==> src/rtl/ibce_pkg.sv <==
package ibce_pkg;

    // One bus event or flash word as it arrives
    typedef struct packed {
        logic [2:0]  mode;
        logic [7:0]  rx_byte;
        logic [15:0] flash_word;
    } t_in_item;

    // One result as it leaves
    typedef struct packed {
        logic [2:0]  kind;
        logic [7:0]  tx_byte;
        logic [15:0] flash_addr;
        logic [15:0] write_word;
        logic        last;
    } t_out_item;

    // Bus event codes on the input mode field
    typedef enum logic [2:0] {
        MODE_WR_ADDR = 3'd0,
        MODE_WR_DATA = 3'd1,
        MODE_RD_ADDR = 3'd2,
        MODE_RD_DATA = 3'd3,
        MODE_FWORD   = 3'd4
    } t_mode;

    // Classified operation handed from front to back
    typedef enum logic [2:0] {
        OP_NONE,
        OP_START,
        OP_WDATA,
        OP_RADDR,
        OP_RDATA,
        OP_FWORD
    } t_op;

    typedef struct packed {
        t_op         op;
        logic [7:0]  rx_byte;
        logic [15:0] flash_word;
    } t_cmd;

    // Result kinds
    localparam logic [2:0] KIND_TX        = 3'd0;
    localparam logic [2:0] KIND_BLOCK_REQ = 3'd1;
    localparam logic [2:0] KIND_ERASE     = 3'd2;
    localparam logic [2:0] KIND_WRITE     = 3'd3;
    localparam logic [2:0] KIND_RESET     = 3'd4;
    localparam logic [2:0] KIND_SESSION   = 3'd5;

    // Bootloader command codes
    localparam logic [7:0] CMD_SET_ADDR   = 8'h01;
    localparam logic [7:0] CMD_LOAD_BUF   = 8'h02;
    localparam logic [7:0] CMD_BLOCK_READ = 8'h03;
    localparam logic [7:0] CMD_ERASE      = 8'h04;
    localparam logic [7:0] CMD_PROGRAM    = 8'h05;
    localparam logic [7:0] CMD_RESET      = 8'h06;
    localparam logic [7:0] TX_RESET_ACK   = 8'hA0;

    // Front-to-back queue
    localparam int QUEUE_DEPTH = 4;
    localparam int QA_W        = 2;

    // Back-end sequencer
    typedef enum logic [2:0] {
        S_IDLE,
        S_RD,
        S_BUF_TX,
        S_PROG_RD,
        S_PROG,
        S_TX0,
        S_RST
    } t_state;

endpackage

==> src/rtl/ibce_front.sv <==
module ibce_front
    import ibce_pkg::*;
(
    input  logic     i_clk,
    input  logic     i_rst_n,
    input  logic     i_in_valid,
    output logic     o_in_ready,
    input  t_in_item i_in_item,
    output logic     o_valid,
    input  logic     i_ready,
    output t_cmd     o_cmd
);

    logic r_valid;
    t_cmd r_cmd;
    t_op  op;

    // Classify the event; unused mode codes are dropped here
    always_comb begin
        unique case (i_in_item.mode)
            MODE_WR_ADDR: op = OP_START;
            MODE_WR_DATA: op = OP_WDATA;
            MODE_RD_ADDR: op = OP_RADDR;
            MODE_RD_DATA: op = OP_RDATA;
            MODE_FWORD:   op = OP_FWORD;
            default:      op = OP_NONE;
        endcase
    end

    assign o_in_ready = !r_valid || i_ready;

    // Holding stage in front of the queue
    always_ff @(posedge i_clk) begin
        if (!i_rst_n) begin
            r_valid <= 1'b0;
        end else if (o_in_ready) begin
            r_valid <= i_in_valid && (op != OP_NONE);
        end
    end

    always_ff @(posedge i_clk) begin
        if (o_in_ready && i_in_valid) begin
            r_cmd.op         <= op;
            r_cmd.rx_byte    <= i_in_item.rx_byte;
            r_cmd.flash_word <= i_in_item.flash_word;
        end
    end

    assign o_valid = r_valid;
    assign o_cmd   = r_cmd;

endmodule

==> src/rtl/ibce_queue.sv <==
module ibce_queue
    import ibce_pkg::*;
(
    input  logic i_clk,
    input  logic i_rst_n,
    input  logic i_valid,
    output logic o_ready,
    input  t_cmd i_cmd,
    output logic o_valid,
    input  logic i_ready,
    output t_cmd o_cmd
);

    t_cmd            r_entries [QUEUE_DEPTH];
    logic [QA_W:0]   r_wr_ptr;
    logic [QA_W:0]   r_rd_ptr;
    logic            full;
    logic            empty;
    logic            push;
    logic            pop;

    assign empty = (r_wr_ptr == r_rd_ptr);
    assign full  = (r_wr_ptr[QA_W] != r_rd_ptr[QA_W]) &&
                   (r_wr_ptr[QA_W-1:0] == r_rd_ptr[QA_W-1:0]);
    assign push  = i_valid && !full;
    assign pop   = !empty && i_ready;

    assign o_ready = !full;
    assign o_valid = !empty;
    assign o_cmd   = r_entries[r_rd_ptr[QA_W-1:0]];

    // Pointers
    always_ff @(posedge i_clk) begin
        if (!i_rst_n) begin
            r_wr_ptr <= '0;
            r_rd_ptr <= '0;
        end else begin
            if (push) begin
                r_wr_ptr <= r_wr_ptr + 1'b1;
            end
            if (pop) begin
                r_rd_ptr <= r_rd_ptr + 1'b1;
            end
        end
    end

    // Storage
    always_ff @(posedge i_clk) begin
        if (push) begin
            r_entries[r_wr_ptr[QA_W-1:0]] <= i_cmd;
        end
    end

endmodule

==> src/rtl/ibce_back.sv <==
module ibce_back
    import ibce_pkg::*;
#(
    parameter int BLOCK_BYTES = 64,
    parameter int BLOCK_WORDS = 32,
    parameter int ERASE_WORDS = 32
) (
    input  logic      i_clk,
    input  logic      i_rst_n,
    input  logic      i_cmd_valid,
    output logic      o_cmd_ready,
    input  t_cmd      i_cmd,
    output logic      o_out_valid,
    input  logic      i_out_ready,
    output t_out_item o_out_item
);

    localparam int MEM_WORDS = (BLOCK_BYTES + 1) / 2;
    localparam int MEM_BYTES = 2 * MEM_WORDS;
    localparam int MA_W      = (MEM_WORDS > 1) ? $clog2(MEM_WORDS) : 1;
    localparam int CNT_W     = $clog2(BLOCK_WORDS + 1);
    localparam int WI_W      = (BLOCK_WORDS > 1) ? $clog2(BLOCK_WORDS) : 1;

    // Architectural state
    t_state               r_state, n_state;
    logic [7:0]           r_byte_index, n_byte_index;
    logic [7:0]           r_cmd, n_cmd;
    logic [15:0]          r_ptr, n_ptr;
    logic                 r_fetch_pending, n_fetch_pending;
    logic [CNT_W-1:0]     r_fetch_count, n_fetch_count;
    logic [MEM_BYTES-1:0] r_valid_bits;

    // Sequencer working registers
    logic [7:0]           r_rd_byte, n_rd_byte;
    logic [WI_W-1:0]      r_word_i, n_word_i;
    logic                 r_lane_lo;

    // Page buffer, 16-bit words, even byte in the high lane
    logic [15:0]          r_mem [MEM_WORDS];
    logic [15:0]          r_rd_data;
    logic [1:0]           r_rd_ok;

    // Output register
    logic                 r_out_valid;
    t_out_item            r_out_item;

    logic                 out_free;
    logic                 pop;
    logic                 emit;
    t_out_item            emit_item;
    logic                 rd_en;
    logic [6:0]           rd_word;
    logic [MA_W-1:0]      rd_addr;
    logic                 rd_in_range;
    logic                 wr_en;
    logic [MA_W-1:0]      wr_addr;
    logic [1:0]           wr_be;
    logic [15:0]          wr_data;
    logic                 soft_clr;
    logic [7:0]           eff_idx;
    logic [7:0]           load_pos;
    logic [7:0]           fc8;
    logic [7:0]           hi_pos;
    logic                 hi_ok;
    logic                 lo_ok;
    logic                 fetch_end;
    logic                 prog_last;
    logic [7:0]           buf_hi;
    logic [7:0]           buf_lo;

    assign out_free    = !r_out_valid || i_out_ready;
    assign o_cmd_ready = (r_state == S_IDLE) && out_free;
    assign pop         = i_cmd_valid && o_cmd_ready;

    assign eff_idx   = (i_cmd.op == OP_RADDR) ? 8'd0 : r_byte_index;
    assign load_pos  = r_byte_index - 8'd1;
    assign fc8       = 8'(r_fetch_count);
    assign hi_pos    = {fc8[6:0], 1'b0};
    assign hi_ok     = {1'b0, hi_pos} < 9'(BLOCK_BYTES);
    assign lo_ok     = {1'b0, hi_pos} + 9'd1 < 9'(BLOCK_BYTES);
    assign fetch_end = (r_fetch_count == CNT_W'(BLOCK_WORDS - 1));
    assign prog_last = (r_word_i == WI_W'(BLOCK_WORDS - 1));
    assign buf_hi    = r_rd_ok[1] ? r_rd_data[15:8] : 8'd0;
    assign buf_lo    = r_rd_ok[0] ? r_rd_data[7:0] : 8'd0;

    // Next state
    always_comb begin
        n_state = r_state;
        unique case (r_state)
            S_IDLE: begin
                if (pop) begin
                    unique case (i_cmd.op)
                        OP_RADDR, OP_RDATA: begin
                            unique case (r_cmd)
                                CMD_BLOCK_READ: n_state = (eff_idx == 8'd0) ? S_IDLE : S_RD;
                                CMD_ERASE:      n_state = (eff_idx == 8'd0) ? S_TX0 : S_IDLE;
                                CMD_PROGRAM:    n_state = (eff_idx == 8'd0) ? S_PROG_RD : S_IDLE;
                                CMD_RESET:      n_state = S_RST;
                                default:        n_state = S_IDLE;
                            endcase
                        end
                        OP_FWORD: begin
                            if (r_fetch_pending && fetch_end) begin
                                n_state = S_RD;
                            end
                        end
                        default: n_state = S_IDLE;
                    endcase
                end
            end
            S_RD:      n_state = S_BUF_TX;
            S_BUF_TX:  n_state = out_free ? S_IDLE : S_BUF_TX;
            S_PROG_RD: n_state = S_PROG;
            S_PROG:    n_state = (out_free && prog_last) ? S_TX0 : S_PROG;
            S_TX0:     n_state = out_free ? S_IDLE : S_TX0;
            S_RST:     n_state = out_free ? S_IDLE : S_RST;
            default:   n_state = S_IDLE;
        endcase
    end

    // Datapath, results and buffer accesses
    always_comb begin
        n_byte_index    = r_byte_index;
        n_cmd           = r_cmd;
        n_ptr           = r_ptr;
        n_fetch_pending = r_fetch_pending;
        n_fetch_count   = r_fetch_count;
        n_rd_byte       = r_rd_byte;
        n_word_i        = r_word_i;
        emit            = 1'b0;
        emit_item       = '0;
        rd_en           = 1'b0;
        rd_word         = '0;
        wr_en           = 1'b0;
        wr_addr         = '0;
        wr_be           = '0;
        wr_data         = '0;
        soft_clr        = 1'b0;

        unique case (r_state)
            S_IDLE: begin
                if (pop) begin
                    unique case (i_cmd.op)
                        OP_START: begin
                            n_byte_index    = '0;
                            n_cmd           = '0;
                            n_fetch_pending = 1'b0;
                            n_fetch_count   = '0;
                            emit            = 1'b1;
                            emit_item.kind  = KIND_SESSION;
                            emit_item.last  = 1'b1;
                        end
                        OP_WDATA: begin
                            if (r_byte_index == 8'd0) begin
                                n_cmd = i_cmd.rx_byte;
                            end else if (r_cmd == CMD_SET_ADDR) begin
                                if (r_byte_index == 8'd1) begin
                                    n_ptr[7:0] = i_cmd.rx_byte;
                                end else if (r_byte_index == 8'd2) begin
                                    n_ptr[15:8] = i_cmd.rx_byte;
                                end
                            end else if (r_cmd == CMD_LOAD_BUF) begin
                                if ({1'b0, r_byte_index} <= 9'(BLOCK_BYTES)) begin
                                    wr_en   = 1'b1;
                                    wr_addr = MA_W'(load_pos[7:1]);
                                    wr_be   = load_pos[0] ? 2'b01 : 2'b10;
                                    wr_data = {i_cmd.rx_byte, i_cmd.rx_byte};
                                end
                            end
                            n_byte_index = r_byte_index + 8'd1;
                        end
                        OP_RADDR, OP_RDATA: begin
                            n_byte_index = eff_idx + 8'd1;
                            unique case (r_cmd)
                                CMD_SET_ADDR: begin
                                    emit              = 1'b1;
                                    emit_item.kind    = KIND_TX;
                                    emit_item.tx_byte = (eff_idx == 8'd0) ? r_ptr[7:0]
                                                                          : r_ptr[15:8];
                                    emit_item.last    = 1'b1;
                                end
                                CMD_BLOCK_READ: begin
                                    if (eff_idx == 8'd0) begin
                                        emit                 = 1'b1;
                                        emit_item.kind       = KIND_BLOCK_REQ;
                                        emit_item.flash_addr = r_ptr;
                                        emit_item.last       = 1'b1;
                                        n_fetch_pending      = 1'b1;
                                        n_fetch_count        = '0;
                                    end else begin
                                        n_rd_byte = eff_idx;
                                    end
                                end
                                CMD_ERASE: begin
                                    emit = 1'b1;
                                    if (eff_idx == 8'd0) begin
                                        emit_item.kind       = KIND_ERASE;
                                        emit_item.flash_addr = r_ptr;
                                        n_ptr                = r_ptr + 16'(ERASE_WORDS);
                                    end else begin
                                        emit_item.kind = KIND_TX;
                                        emit_item.last = 1'b1;
                                    end
                                end
                                CMD_PROGRAM: begin
                                    if (eff_idx == 8'd0) begin
                                        n_word_i = '0;
                                    end else begin
                                        emit           = 1'b1;
                                        emit_item.kind = KIND_TX;
                                        emit_item.last = 1'b1;
                                    end
                                end
                                CMD_RESET: begin
                                    emit              = 1'b1;
                                    emit_item.kind    = KIND_TX;
                                    emit_item.tx_byte = TX_RESET_ACK;
                                end
                                default: begin
                                    emit           = 1'b1;
                                    emit_item.kind = KIND_TX;
                                    emit_item.last = 1'b1;
                                end
                            endcase
                        end
                        OP_FWORD: begin
                            if (r_fetch_pending) begin
                                wr_en   = hi_ok || lo_ok;
                                wr_addr = MA_W'(r_fetch_count);
                                wr_be   = {hi_ok, lo_ok};
                                wr_data = i_cmd.flash_word;
                                n_ptr   = r_ptr + 16'd1;
                                if (fetch_end) begin
                                    n_fetch_pending = 1'b0;
                                    n_fetch_count   = '0;
                                    n_rd_byte       = 8'd0;
                                end else begin
                                    n_fetch_count = r_fetch_count + 1'b1;
                                end
                            end
                        end
                        default: begin
                        end
                    endcase
                end
            end
            S_RD: begin
                rd_en   = 1'b1;
                rd_word = r_rd_byte[7:1];
            end
            S_BUF_TX: begin
                if (out_free) begin
                    emit              = 1'b1;
                    emit_item.kind    = KIND_TX;
                    emit_item.tx_byte = r_lane_lo ? buf_lo : buf_hi;
                    emit_item.last    = 1'b1;
                end
            end
            S_PROG_RD: begin
                rd_en   = 1'b1;
                rd_word = '0;
            end
            S_PROG: begin
                if (out_free) begin
                    emit                 = 1'b1;
                    emit_item.kind       = KIND_WRITE;
                    emit_item.flash_addr = r_ptr + 16'(r_word_i);
                    emit_item.write_word = {buf_hi, buf_lo};
                    if (prog_last) begin
                        n_ptr = r_ptr + 16'(BLOCK_WORDS);
                    end else begin
                        n_word_i = r_word_i + 1'b1;
                        rd_en    = 1'b1;
                        rd_word  = 7'(r_word_i) + 7'd1;
                    end
                end
            end
            S_TX0: begin
                if (out_free) begin
                    emit           = 1'b1;
                    emit_item.kind = KIND_TX;
                    emit_item.last = 1'b1;
                end
            end
            S_RST: begin
                if (out_free) begin
                    emit            = 1'b1;
                    emit_item.kind  = KIND_RESET;
                    emit_item.last  = 1'b1;
                    soft_clr        = 1'b1;
                    n_byte_index    = '0;
                    n_cmd           = '0;
                    n_ptr           = '0;
                    n_fetch_pending = 1'b0;
                    n_fetch_count   = '0;
                end
            end
            default: begin
            end
        endcase
    end

    assign rd_addr     = MA_W'(rd_word);
    assign rd_in_range = 8'(rd_word) < 8'(MEM_WORDS);

    // Control state
    always_ff @(posedge i_clk) begin
        if (!i_rst_n) begin
            r_state         <= S_IDLE;
            r_byte_index    <= '0;
            r_cmd           <= '0;
            r_ptr           <= '0;
            r_fetch_pending <= 1'b0;
            r_fetch_count   <= '0;
            r_out_valid     <= 1'b0;
        end else begin
            r_state         <= n_state;
            r_byte_index    <= n_byte_index;
            r_cmd           <= n_cmd;
            r_ptr           <= n_ptr;
            r_fetch_pending <= n_fetch_pending;
            r_fetch_count   <= n_fetch_count;
            if (emit) begin
                r_out_valid <= 1'b1;
            end else if (i_out_ready) begin
                r_out_valid <= 1'b0;
            end
        end
    end

    // Per-byte written flags; an unwritten byte reads as zero
    always_ff @(posedge i_clk) begin
        if (!i_rst_n || soft_clr) begin
            r_valid_bits <= '0;
        end else if (wr_en) begin
            if (wr_be[1]) begin
                r_valid_bits[{wr_addr, 1'b0}] <= 1'b1;
            end
            if (wr_be[0]) begin
                r_valid_bits[{wr_addr, 1'b1}] <= 1'b1;
            end
        end
    end

    // Working registers and result payload
    always_ff @(posedge i_clk) begin
        r_rd_byte <= n_rd_byte;
        r_word_i  <= n_word_i;
        if (r_state == S_RD) begin
            r_lane_lo <= r_rd_byte[0];
        end
        if (emit) begin
            r_out_item <= emit_item;
        end
    end

    // Page buffer memory
    always_ff @(posedge i_clk) begin
        if (wr_en) begin
            if (wr_be[1]) begin
                r_mem[wr_addr][15:8] <= wr_data[15:8];
            end
            if (wr_be[0]) begin
                r_mem[wr_addr][7:0] <= wr_data[7:0];
            end
        end
        if (rd_en) begin
            r_rd_data <= r_mem[rd_addr];
            r_rd_ok   <= {rd_in_range && r_valid_bits[{rd_addr, 1'b0}],
                          rd_in_range && r_valid_bits[{rd_addr, 1'b1}]};
        end
    end

    assign o_out_valid = r_out_valid;
    assign o_out_item  = r_out_item;

    // A result is only produced into a free output slot
    a_emit_free: assert property (@(posedge i_clk) disable iff (!i_rst_n)
        emit |-> out_free)
        else $error("result produced while output slot busy");

    // No fetch in progress means the word count is at rest
    a_fetch_idle: assert property (@(posedge i_clk) disable iff (!i_rst_n)
        !r_fetch_pending |-> (r_fetch_count == '0))
        else $error("fetch count moved without a pending fetch");

    // A buffer read is always followed by its transmit step
    a_rd_then_tx: assert property (@(posedge i_clk) disable iff (!i_rst_n)
        (r_state == S_RD) |=> (r_state == S_BUF_TX))
        else $error("buffer read not followed by transmit");

    // The reset result leaves the engine in its reset state
    a_soft_reset: assert property (@(posedge i_clk) disable iff (!i_rst_n)
        soft_clr |=> (r_cmd == '0) && (r_ptr == '0) && (r_valid_bits == '0))
        else $error("command reset did not clear state");

endmodule

==> src/rtl/i2c_boot_command_engine_core.sv <==
// Channel | Direction | Handshake                  | Payload
// input   | in        | i_in_valid / o_in_ready    | i_in_item  (t_in_item)
// output  | out       | o_out_valid / i_out_ready  | o_out_item (t_out_item)
//
// Flow: an event passes a holding stage and a 4-deep queue, then the back-end
// sequencer takes one event per cycle while idle with its output slot free. Block-read
// bytes and the end-of-fetch byte pass S_RD and S_BUF_TX (one buffer read port,
// registered). Erase and reset add a result from S_TX0 or S_RST; a program emits
// one write-word result per cycle from the read port while the output is free.
// Reset: synchronous, active low; page buffer contents read as zero until
// written, via per-byte flags cleared at once, so there is no clearing pass.
// Stalls: output back-pressure holds the sequencer; the queue and the holding
// stage keep accepting until all five places are taken.
module i2c_boot_command_engine_core
    import ibce_pkg::*;
#(
    parameter int BLOCK_BYTES = 64,
    parameter int BLOCK_WORDS = 32,
    parameter int ERASE_WORDS = 32
) (
    input  logic      i_clk,
    input  logic      i_rst_n,
    input  logic      i_in_valid,
    output logic      o_in_ready,
    input  t_in_item  i_in_item,
    output logic      o_out_valid,
    input  logic      i_out_ready,
    output t_out_item o_out_item
);

    logic front_valid;
    logic front_ready;
    t_cmd front_cmd;
    logic queue_valid;
    logic queue_ready;
    t_cmd queue_cmd;

    // Accept and classify bus events
    ibce_front u_front (
        .i_clk      (i_clk),
        .i_rst_n    (i_rst_n),
        .i_in_valid (i_in_valid),
        .o_in_ready (o_in_ready),
        .i_in_item  (i_in_item),
        .o_valid    (front_valid),
        .i_ready    (front_ready),
        .o_cmd      (front_cmd)
    );

    // Decoupling queue
    ibce_queue u_queue (
        .i_clk   (i_clk),
        .i_rst_n (i_rst_n),
        .i_valid (front_valid),
        .o_ready (front_ready),
        .i_cmd   (front_cmd),
        .o_valid (queue_valid),
        .i_ready (queue_ready),
        .o_cmd   (queue_cmd)
    );

    // Command execution and result generation
    ibce_back #(
        .BLOCK_BYTES (BLOCK_BYTES),
        .BLOCK_WORDS (BLOCK_WORDS),
        .ERASE_WORDS (ERASE_WORDS)
    ) u_back (
        .i_clk       (i_clk),
        .i_rst_n     (i_rst_n),
        .i_cmd_valid (queue_valid),
        .o_cmd_ready (queue_ready),
        .i_cmd       (queue_cmd),
        .o_out_valid (o_out_valid),
        .i_out_ready (i_out_ready),
        .o_out_item  (o_out_item)
    );

endmodule
==> config.mk <==
export PLATFORM = sky130hd
export DESIGN_NAME = i2c_boot_command_engine_core
export DESIGN_NICKNAME = d
export VERILOG_FILES = /design/src/rtl/ibce_pkg.sv /design/src/rtl/ibce_front.sv /design/src/rtl/ibce_queue.sv /design/src/rtl/ibce_back.sv /design/src/rtl/i2c_boot_command_engine_core.sv
export SDC_FILE = /design/constraint.sdc
export NUM_CORES = 1
export LEC_CHECK = 0
export BUFFER_PORTS_ARGS = -buffer_cell sky130_fd_sc_hd__buf_4
export CAP_MARGIN = 20
export CORE_MARGIN = 2
export CORE_UTILIZATION = 51
export DETAILED_ROUTE_END_ITERATION = 8
export HOLD_SLACK_MARGIN = 0.06
export PLACE_DENSITY = 0.77
export REMOVE_ABC_BUFFERS = 1
export SYNTH_ARGS = -nofsm -noshare
export SYNTH_HDL_FRONTEND = slang
export SYNTH_SLANG_ARGS = --single-unit
==> constraint.sdc <==
create_clock -name i_clk -period 5.6 [get_ports i_clk]
set_input_delay 0 -clock i_clk [delete_from_list [all_inputs] [get_ports i_clk]]
set_output_delay 0 -clock i_clk [all_outputs]
set_load 0.01 [all_outputs]
==> results.ini, run 1 <==
[place]
hpwl_mm=57.8
routabilityCongestion=0.901
numPortBuffers=76
dpl.cell_count=3503

[floorplanning]
die_x_um=267
start_util_pct=51.6
die_area_um2=71500
rows=96
top_level_ports=77
core_um2=68600
dieHeight_um=267

[clocking]
numCtsBuffers=82
clk_latency_ns=0.64
cts_tree=built
clk_path_buf_depth=3
cts_resized=0
hold_buffers=33
clkSinkCount=839
postCtsSetupBuffers=0
htreeDepth=3
cts_root_buffer=clkbuf_16
clkTransAtPathRegs_ns=0.06

[timing]
finalCritPeriodShare_pct=80.4
maxSlewHeadroom_pct=24.9
tightestPinTransition_ns=1.12
fin_crit_ns=4.50
setup_viol=0
hold_viol_final=0
slew_viol_final=0
fin_skew_ns=0.0337
worst_hold_slack_ns=0.0911
rsz0062_at_grt=no
fmax_ghz=0.222

[finish]
syn_to_final_growth_pct=13.5
diodes=0
layout.cells.non_filler=3690
fin_nets=2743
drive_above_1_share_pct=14.1

[worst_setup_path]
rr_worst_depth=7
required_ns=5.85
max_stage_delay_ns=1.03
startpoint_type=flop
cpMostUsedCell=and3b_1
worstSetupPathType=flop to flop
worst-path-buf-inv=1
path_cells=mux4_2 > and3b_1 > o21ai_2 > buf_4 > and3b_1 > nand3_1 > nor2_1
critPathCaptureType=flop
critical_path.max_fanout=21
ff2ff_setup_slack_ns=1.10
r2r-end=u_back.r_mem[16][8]
cp_top_family=simple AND/OR/NAND/NOR gates
arrival_ns=4.75
slowest_stage=nor2_1

[power_and_ir_drop]
power_frac_seq_pct=49.2
intPower_uw=10800
p_sw_uw=3720
p_clk_share_pct=37.8
total_power_uw=14500
power_frac_comb_pct=13.0
ir_drop_v=0.000213
leakagePower_uw=0.0143
p_sw_share_pct=25.6
power_density_nw_per_um2=362

[grt]
grt_use_met3_pct=4.41
antenna_found_initial=0
grt_max_degree=150
grtUsageTotal_pct=25.3
grt_remaining_overflow=0
busiest_layer=met2
grt_pass1_wl_mm=136
met1_usage_pct=33.2
grt_pass1_vias=22500
grtUsageMet2_pct=41.6

[routing]
drc=0
ant_nets=0
wl_mm=90.6
route.vias.total=22700
viasPerCell=6.14
dr.pass1.iters=6
first_iter_violations=2766
wl_per_cell_um=24.5

[logic_synthesis]
synth_common_cells=723 x edfxtp_1, 297 x nand2_1, 210 x mux2i_1
netlist_area_um2=35400
ys_seq_elements=839
yosysTopAreaCell=edfxtp_1
synth_cell_type_count=79
synth_flop_cell=edfxtp_1
synthArstFlopShare_pct=0
ys_seq_area_share_pct=68.0
synth_area_leaders=edfxtp_1 61%, dfxtp_1 6.6%, mux2i_1 5.9%
synth-edff-count=723
yosysMostFrequentCell=edfxtp_1
synth.top_cell.area_share_pct=61.4
syn_inst=2579
syn_avg_cell_area_um2=13.7
yosysWarningCount=0

[run_status]
status=finished clean

[worst_hold_path]
hold_depth=2
hold_path.startpoint=i_in_item[7]
hold_path_end=u_front.o_cmd[7]
hp-class=input port to flop

[job]
max-cap-violations=0

[cells by family (layout without fill, tap and decap cells)]
| logic type | count (synthesis) | after routing | share of synthesized area (%) |
|---|---|---|---|
| flops | 839 | 839 | 68.0 |
| compound gates | 492 | 492 | 9.67 |
| mux | 268 | 268 | 8.65 |
| xor+xnor | 26 | 26 | 0.644 |
| fa+ha+maj | 21 | 21 | 0.764 |
| simple gates | 761 | 761 | 10.0 |
| buf+inv | 172 | 352 | 2.31 |
[flip-flops by register name, summed over array words and instances, names as in the netlist, named ones only]
| name | flops |
|---|---|
| u_back.r_mem | 512 |
| u_queue.r_entries | 108 |
| u_back.r_valid_bits | 64 |
| u_back.o_out_item | 44 |
| u_front.o_cmd | 27 |
| u_back.r_ptr | 16 |
| u_back.r_rd_data | 16 |
| u_back.r_byte_index | 8 |
| u_back.r_cmd | 8 |
| u_back.r_rd_byte | 8 |
| u_back.r_fetch_count | 6 |
| u_back.r_word_i | 5 |
| u_back.r_state | 3 |
| u_queue.r_rd_ptr | 3 |
| u_queue.r_wr_ptr | 3 |
| u_back.r_rd_ok | 2 |
| u_back.o_out_valid | 1 |
| u_back.r_fetch_pending | 1 |
| u_back.r_lane_lo | 1 |
| u_front.o_valid | 1 |
[metal layers]
| metal | wire length (um) | vias up |
|---|---|---|
| li1 | - | 10100 |
| met1 | 35500 | 11400 |
| met2 | 44000 | 1034 |
| met3 | 7590 | 211 |
| met4 | 3450 | 0 |
| met5 | 0 | - |
[final cells by class]
class / instances / area (um^2)
timing repair buffer: 184 / 1550
clock inverter: 36 / 324
multi-input combinational: 1568 / 10600
sequential: 839 / 24000
tap: 931 / 1160
inverter: 16 / 60.1
clock buffer: 116 / 2360
fill: 5141 / 28500
[power by group through the flow]
| stage | Sequential, uW | Combinational (uW) | Clock (uW) |
|---|---|---|---|
| after floorplan | 7310 | 1060 | 0 |
| after global placement | 7260 | 1800 | 0 |
| after detailed placement | 7260 | 1810 | 0 |
| after CTS | 7140 | 1850 | 5530 |
| after global routing | 7150 | 1990 | 5790 |
| final | 7140 | 1880 | 5490 |
[worst max-delay path by stage]
stage	start	to	depth (start not counted)
floorplan	u_back.r_word_i[0]	u_back.r_rd_ok[0]	8
global placement	u_back.r_word_i[0]	u_back.r_rd_data[12]	11
detailed placement	u_back.r_word_i[0]	u_back.r_rd_data[9]	11
CTS	u_back.r_word_i[0]	u_back.r_rd_data[9]	11
global route	u_back.r_word_i[0]	u_back.r_rd_data[11]	11
finish	flop	u_back.r_mem[16][8]	7
[through the flow]
step | setup slack (ns) | util (%) | cell area, um^2 | setup TNS [ns]
floorplan | -9.47 | - | 34600 | -168.89
global placement | 1.24 | 54.0 | 37000 | 0
detailed placement | 1.10 | 54.0 | 37100 | 0
CTS | 1.12 | 58.4 | 40100 | 0
global route | 0.964 | 58.5 | 40100 | 0
finish | 1.10 | 58.5 | 40100 | 0
[cell usage in the layout (no fill, tap or decap), types with 35 or more instances in the layout]
| master | netlist | routed |
|---|---|---|
| clkbuf_16 | 0 | 86 |
| nand2b_1 | 35 | 35 |
| dfxtp_1 | 116 | 115 |
| nand3_1 | 89 | 89 |
| edfxtp_1 | 723 | 723 |
| nor2_1 | 170 | 169 |
| o21ai_0 | 74 | 72 |
| nand2_1 | 297 | 296 |
| mux2i_1 | 210 | 210 |
| o21a_1 | 72 | 72 |
| buf_4 | 21 | 143 |
| a21oi_1 | 112 | 95 |
No activity file was read; power rests on OpenSTA's default activity.
==> run 2: changes to the inputs <==
- PLACE_DENSITY: 0.77 -> 0.8
- clock period: 5.6 -> 3.7 ns (I/O delays scaled with it)
==> results.ini, run 2 (synthesis gave the netlist of run 1 again) <==
[grt]
antenna_found_initial=0  ; unchanged
grt_max_degree=65  ; -57%
grt_pass1_vias=23300  ; +3.6%
grt_pass1_wl_mm=141  ; +3.7%
grtUsageTotal_pct=26.1  ; +0.87 points
grt_remaining_overflow=0  ; unchanged

[clocking]
numCtsBuffers=83  ; +1.2%
cts_tree=built
clk_path_buf_depth=3  ; unchanged
cts_root_buffer=clkbuf_16
htreeDepth=3  ; unchanged
clkTransAtPathRegs_ns=0.06  ; about the same
clk_latency_ns=0.64  ; about the same
clkSinkCount=839  ; unchanged

[power_and_ir_drop]
p_clk_share_pct=38.2  ; +0.4 points
p_sw_share_pct=25.5  ; -0.12 points
intPower_uw=16600  ; +53%
power_frac_seq_pct=48.5  ; -0.7 points
power_frac_comb_pct=13.3  ; +0.3 points
ir_drop_v=0.000303  ; +42%
power_density_nw_per_um2=538  ; +49%
leakagePower_uw=0.0150  ; +4.9%
p_sw_uw=5670  ; +52%
total_power_uw=22200  ; +53%

[floorplanning]
rows=96  ; unchanged
dieHeight_um=267  ; unchanged
core_um2=68600  ; unchanged
top_level_ports=77  ; unchanged
die_x_um=267  ; unchanged
die_area_um2=71500  ; unchanged
start_util_pct=51.6  ; unchanged

[routing]
wl_mm=93.2  ; +2.9%
wl_per_cell_um=24.5  ; -0.23%
ant_nets=0  ; unchanged
drc=0  ; unchanged
dr.pass1.iters=5  ; -1
viasPerCell=6.17  ; +0.42%
route.vias.total=23500  ; +3.6%
first_iter_violations=2777  ; +0.40%

[timing]
hold_viol_final=0  ; unchanged
worst_hold_slack_ns=0.0935  ; +0.00243 ns
fmax_ghz=0.279  ; +26%
slew_viol_final=0  ; unchanged
setup_viol=0  ; unchanged
fin_crit_ns=3.58  ; -0.918 ns
maxSlewHeadroom_pct=22.9  ; -2.0 points
setup_tns_ns=0  ; unchanged
rsz0062_at_grt=no
finalCritPeriodShare_pct=96.9  ; +16 points
tightestPinTransition_ns=1.15  ; +0.0295 ns
fin_skew_ns=0.0332  ; -0.000452 ns

[worst_setup_path]
arrival_ns=3.94  ; -0.81 ns
critPathCaptureType=flop
required_ns=4.05  ; -1.80 ns
cp_top_family=simple AND/OR/NAND/NOR gates
critical_path.max_fanout=22  ; +4.8%
startpoint_type=flop
worst-path-buf-inv=2  ; +1
path_cells=ha_1 > and3_1 > ha_1 > or3_1 > o21ai_4 > buf_4 > buf_6 > o21ai_0 > a21oi_1 > a311oi_1 > or3_1
slowest_stage=or3_1
worstSetupPathType=flop to flop
max_stage_delay_ns=0.50  ; -0.53 ns

[run_status]
status=finished clean

[finish]
diodes=0  ; unchanged
largest_register_ffs=512  ; unchanged
fin_nets=2860  ; +4.3%
syn_to_final_growth_pct=16.8
layout.cells.non_filler=3806  ; +3.1%
final_cell_mix=723 x edfxtp_1, 296 x nand2_1, 239 x buf_4, 210 x mux2i_1, 168 x nor2_1
stdcell_area_um2=41300  ; +2.9%
final_common_cell=edfxtp_1
drive_above_1_share_pct=18.1  ; +4.0 points
regMostFlops=u_back.r_mem

[job]
max-cap-violations=0  ; unchanged

[place]
dpl.cell_count=3617  ; +3.3%
place_area_um2=38100  ; +2.9%
numPortBuffers=76  ; unchanged
routabilityCongestion=0.966  ; +7.2%
hpwl_mm=60.4  ; +4.6%

[worst_hold_path]
hp-class=input port to flop

## run 2: cell count changes in the layout (fill, tap and decap cells not counted), sizes merged
cell      before  now
buf          151  267
bufinv         4    7
clkbuf       116   97
clkinv        27   41
clkinvlp       2    6
inv           19   17
## run 2: power by group through the flow
stage	Combinational (uW)	Clock, uW	Sequential (uW)
floorplan	1600	0	11100
global placement	2800	0	11000
detailed placement	2850	0	11000
CTS	2900	8540	10800
global route	3140	8910	10800
finish	2960	8490	10800
## run 2: metrics by stage
step                      setup slack (ns)  util, %
after detailed placement            0.0705     55.6
after global placement               0.171     55.6
after global routing               0.00811     60.2
after CTS                         0.000297     60.1
after floorplan                     -11.37        -
final                                0.116     60.2
## run 2: area by class of cell
| type | count | area (um^2) |
|---|---|---|
| clock buffer | 97 | 2260 |
| tap | 931 | 1160 |
| sequential | 839 | 24000 |
| fill | 4964 | 27300 |
| inverter | 16 | 60.1 |
| multi-input combinational | 1568 | 10600 |
| timing repair buffer | 300 | 2650 |
| clock inverter | 55 | 498 |
## run 2: timing repair
| action | 4_1_cts | 5_1_grt |
|---|---|---|
| endpoints found under the hold margin | 44 | 0 |
| setup buffers | 0 | 2 |
| setup endpoints to repair | 0 | 282 |
| hold buffers | 33 | 0 |
| resized for setup | 0 | 5 |
## run 2: path summary, 6_finish.rpt
path,from,endpoint,slack [ns],cells past startpoint
setup / recovery,u_back.r_word_i[1],u_back.r_rd_data[8],0.12,11
hold / removal,i_in_item[3],u_front.o_cmd[3],0.09,2
setup reg to reg,u_back.r_word_i[1],u_back.r_rd_data[8],0.12,11
hold reg to reg,u_back.r_valid_bits[45],u_back.r_valid_bits[45],0.46,1
## run 2: routing by layer
metal | GRT usage [%] | part of all wire, %
met1 | 34.8 | 39
met2 | 43.4 | 48
met3 | 4.05 | 9.0
met4 | 10.0 | 3.7
met5 | 0 | 0
